--- src/sv/npcs_pkg.sv ---
// Shared constants and types of the nearest palette color search unit.
`default_nettype none
package npcs_pkg;

    localparam int PALETTE_ENTRIES = 256;
    localparam int SLOT_W          = $clog2(PALETTE_ENTRIES);
    localparam int INDEX_W         = 8;
    localparam int CHAN_W          = 8;
    localparam int WEIGHT_W        = 10;
    localparam int SQ_W            = 2 * CHAN_W;
    localparam int PROD_W          = SQ_W + WEIGHT_W;
    localparam int DIST_W          = 28;
    localparam int COLOR_W         = 3 * CHAN_W;

    localparam int APB_ADDR_W = 4;
    localparam int APB_DATA_W = 32;

    // Register indexes (paddr[3:2])
    localparam logic [1:0] REG_RED_WEIGHT   = 2'd0;
    localparam logic [1:0] REG_GREEN_WEIGHT = 2'd1;
    localparam logic [1:0] REG_BLUE_WEIGHT  = 2'd2;

    localparam logic [WEIGHT_W-1:0] WEIGHT_RESET = WEIGHT_W'(1);

    // Input opcodes
    localparam logic OP_WRITE = 1'b0;
    localparam logic OP_QUERY = 1'b1;

    typedef struct packed {
        logic query_load;   // latch query color, restart scan
        logic wr_en;        // store palette entry
        logic scan_step;    // read one palette entry
        logic result_load;  // move result into output register
    } npcs_cmd_t;

    typedef struct packed {
        logic loaded;
        logic scan_last;
        logic pipe_busy;
    } npcs_status_t;

    typedef struct packed {
        logic               found;
        logic [INDEX_W-1:0] match_index;
        logic [DIST_W-1:0]  match_distance;
        logic               exact_match;
    } npcs_result_t;

endpackage
`default_nettype wire

--- src/sv/npcs_ctrl.sv ---
// Control state machine of the nearest palette color search unit.
`default_nettype none
module npcs_ctrl (
    input  wire logic                  clk,
    input  wire logic                  rst_n,
    input  wire logic                  in_valid,
    input  wire logic                  in_opcode,
    output logic                       in_ready,
    input  wire logic                  out_free,
    input  wire npcs_pkg::npcs_status_t status,
    output npcs_pkg::npcs_cmd_t        cmd
);

    localparam logic [1:0] S_IDLE  = 2'd0;
    localparam logic [1:0] S_SCAN  = 2'd1;
    localparam logic [1:0] S_DRAIN = 2'd2;
    localparam logic [1:0] S_DONE  = 2'd3;

    logic [1:0] state_reg;
    logic [1:0] state_next;
    logic       in_fire;

    assign in_ready = (state_reg == S_IDLE);
    assign in_fire  = in_valid && in_ready;

    always_comb
    begin
        state_next = state_reg;
        cmd        = '0;
        unique case (state_reg)
            S_IDLE:
            begin
                if (in_fire && (in_opcode == npcs_pkg::OP_WRITE))
                begin
                    cmd.wr_en = 1'b1;
                end
                else if (in_fire)
                begin
                    cmd.query_load = 1'b1;
                    state_next     = status.loaded ? S_SCAN : S_DONE;
                end
            end
            S_SCAN:
            begin
                cmd.scan_step = 1'b1;
                if (status.scan_last)
                begin
                    state_next = S_DRAIN;
                end
            end
            S_DRAIN:
            begin
                if (!status.pipe_busy)
                begin
                    state_next = S_DONE;
                end
            end
            S_DONE:
            begin
                if (out_free)
                begin
                    cmd.result_load = 1'b1;
                    state_next      = S_IDLE;
                end
            end
            default:
            begin
                state_next = S_IDLE;
            end
        endcase
    end

    always_ff @(posedge clk or negedge rst_n)
    begin
        if (!rst_n)
        begin
            state_reg <= S_IDLE;
        end
        else
        begin
            state_reg <= state_next;
        end
    end

endmodule
`default_nettype wire

--- config.mk ---
export PLATFORM = sky130hd
export DESIGN_NAME = npcs_ctrl
export DESIGN_NICKNAME = d
export VERILOG_FILES = /design/src/sv/npcs_pkg.sv /design/src/sv/npcs_ctrl.sv
export SDC_FILE = /design/constraint.sdc
export NUM_CORES = 1
export LEC_CHECK = 0
export BUFFER_PORTS_ARGS = -buffer_cell sky130_fd_sc_hd__buf_2
export CAP_MARGIN = 20
export CORE_AREA = 2 2 39 41
export DETAILED_ROUTE_END_ITERATION = 12
export DIE_AREA = 0 0 41 43
export GPL_TIMING_DRIVEN = 0
export PLACE_DENSITY = 0.36
export SLEW_MARGIN = 30
export SYNTH_ARGS = -nofsm -noshare
export SYNTH_HDL_FRONTEND = slang
export SYNTH_SLANG_ARGS = --single-unit
--- constraint.sdc ---
create_clock -name clk -period 1.8 [get_ports clk]
set_input_delay 0.54 -clock clk [delete_from_list [all_inputs] [get_ports clk]]
set_output_delay 0.54 -clock clk [all_outputs]
set_load 0.005 [all_outputs]
==> out/summary.txt <==
outcome -> completed
total net switching power -> 0.184 mW
Seq/Total Area, Yosys -> 24.0%
Ports -> 13
die area -> 1760 um2
GPL Wtd Cong -> 0.544
Nets -> 52
Yosys cell types -> 11
Crit Path Max Fanout -> 4
area delta synth->final -> 50.3%
Final Hold Vio Count -> 0
power density cells -> 1510 nW/um2
maximum vdd drop -> 0.514 mV
largest net degree at the start of global routing -> 5
num rows -> 14
share of power burned in registers -> 20.2%
GRT Resource Usage Total -> 6.02%
RSZ-0062 raised after global routing -> false
Clock power frac -> 21.2%
WP data required -> 1.26 ns
drt wl/cell -> 8.45 um
first-pass GRT wire length -> 634 um
CTS tree -> built
fin crit period -> 1.70 ns
core area -> 1380 um2
die height -> 43 um
sw frac -> 38.9%
Worst EP arrival -> 1.16 ns
kind of critical path -> flip-flop to primary output
starting density of the core -> 15.1%
Antenna Violating Nets Remaining -> 0
final setup TNS -> 0 ns
clock root cell -> clkbuf_4
Antenna diodes -> 0
Max Slew Vio Count -> 0
Syn Inst Count -> 22
Power Total -> 0.473 mW
Synth area leader -> ha_1
Clock Tree Buf Depth -> 2
I/O Buffers -> 12
htree depth -> 1
vias per cell -> 3.74
via count of the first global-routing pass -> 185
Comb power frac -> 58.6%
Rel. slew slack -> 91.3%
Lkg Pwr -> 0.183 nW
top cell type's share of synthesized area -> 29.9%
Die W -> 41 um
max_cap viols -> 0
CTS Sinks -> 2
Slew @ Worst Pin -> 0.127 ns
max reg flops -> 2
Syn Std Cell Area -> 209 um2
Final Cell Area -> 314 um2
# setup viols final -> 0
# fillers -> 162
Max Clk Rate -> 587 MHz
Post-route DRC -> 0
Cell Int Power -> 0.289 mW
Clock Skew -> 0.00112 ns
Via Count -> 198
syn_area_per_cell -> 9.50 um2
Yosys Warn Count -> 0
layout cells sized above 1 -> 48.6%
Setup Buffers After CTS -> 0
Placed Area -> 289 um2
syn_nets -> 35
GRT overflow -> 0
Num CTS Buffers -> 3
WL final -> 448 um
startpoint types -> flip-flop
CP Capture Type -> primary output
crit share post-route -> 94.7%
initial antenna violation count -> 0
synthesized flop and latch total -> 2
Clk pin slew, worst setup/hold paths -> 0.03 ns
top cells by area, synth -> ha_1 30%, dfrtp_1 24%, mux2i_1 14%
clock latency on the worst-skew pair -> 0.22 ns
worst min-delay path category -> input port to asynchronous set/reset pin
Core Util, Final -> 22.7%
drt first-iter violations -> 1
Pre-antenna DRT Iters -> 2
[routing by layer]
metal	wire [um]	vias up	part of all wire, %	GRT usage, %
li1	-	103	-	-
met1	168	84	38	5.14
met2	218	11	49	8.13
met3	62	0	14	1.57
met4	0	0	0	10.0
met5	0	-	0	0
[stage by stage]
step | std cells | setup slack (ns) | hold WS (ns)
finish | 53 | 0.0951 | 0.0941
global route | 53 | 0.0116 | 0.0855
CTS | 53 | 0.0128 | 0.0828
detailed placement | 50 | 0.261 | 0.328
global placement | 50 | 0.277 | 0.325
floorplan | 22 | 0.393 | 0.244
[cells in the final DEF, fill, tap and decap left out]
| cell type | netlist | final |
|---|---|---|
| dfrtp_1 | 2 | 2 |
| nor2_1 | 2 | 2 |
| mux2i_1 | 3 | 3 |
| and3_1 | 1 | 1 |
| inv_1 | 3 | 1 |
| a21boi_0 | 1 | 1 |
| ha_1 | 5 | 4 |
| a2111o_1 | 1 | 1 |
| nor2b_1 | 2 | 2 |
| and2_1 | 1 | 1 |
| buf_2 | 0 | 12 |
| ha_2 | 0 | 1 |
| nand2_1 | 1 | 1 |
| inv_2 | 0 | 2 |
| clkbuf_4 | 0 | 3 |
[synth_stat cells]
library cell	number
ha_1	5
inv_1	3
mux2i_1	3
dfrtp_1	2
nor2_1	2
nor2b_1	2
a2111o_1	1
a21boi_0	1
and2_1	1
and3_1	1
nand2_1	1
[critical path, cell delays in order (launching register included)]
cell and delay [ns]:
dfrtp_1 0.40, inv_2 0.10, ha_2 0.19, and3_1 0.15, buf_2 0.10
[path summary, 6_finish.rpt]
| path | from | to | slack [ns] | cells past startpoint |
|---|---|---|---|---|
| worst min-delay path | rst_n | state_reg[0]$_DFFE_PN0P_ | 0.09 | 1 |
| worst max-delay path | state_reg[0]$_DFFE_PN0P_ | cmd[3] | 0.1 | 4 |
| min in group clk | state_reg[1]$_DFFE_PN0P_ | state_reg[1]$_DFFE_PN0P_ | 0.61 | 2 |
| worst max register to register | state_reg[1]$_DFFE_PN0P_ | state_reg[1]$_DFFE_PN0P_ | 0.36 | 5 |
| worst min register to register | state_reg[1]$_DFFE_PN0P_ | state_reg[1]$_DFFE_PN0P_ | 0.61 | 2 |
| max in group asynchronous | rst_n | state_reg[1]$_DFFE_PN0P_ | 1.61 | 1 |
[power by group through the flow]
stage	logic [mW]	registers [mW]	clock network [mW]
global route	0.331	0.0979	0.110
CTS	0.281	0.0922	0.109
detailed placement	0.281	0.0928	0
finish	0.277	0.0955	0.100
floorplan	0.202	0.0871	0
global placement	0.271	0.0919	0
[cells by family after synthesis]
kind of cell | share of synthesized area [%]
mux | 14.4
flops | 24.0
fa+ha+maj | 29.9
buf+inv | 5.39
simple gates | 17.4
compound gates | 8.98
[repair_timing]
| action | in CTS | in global routing |
|---|---|---|
| hold buffers | 0 | 0 |
| endpoints found under the setup margin | 0 | 2 |
| resized for setup | 0 | 3 |
[area by class of cell]
type	instances	area [um2]	share of cell area, %
multi-input cells	17	150	47.8
inverters	3	11.3	3.59
clock buffers	3	22.5	7.17
well taps	16	20.0	6.37
flip-flops and latches	2	50.0	15.9
repair buffers	12	60.1	19.1
No activity file was read; power rests on OpenSTA's default activity.
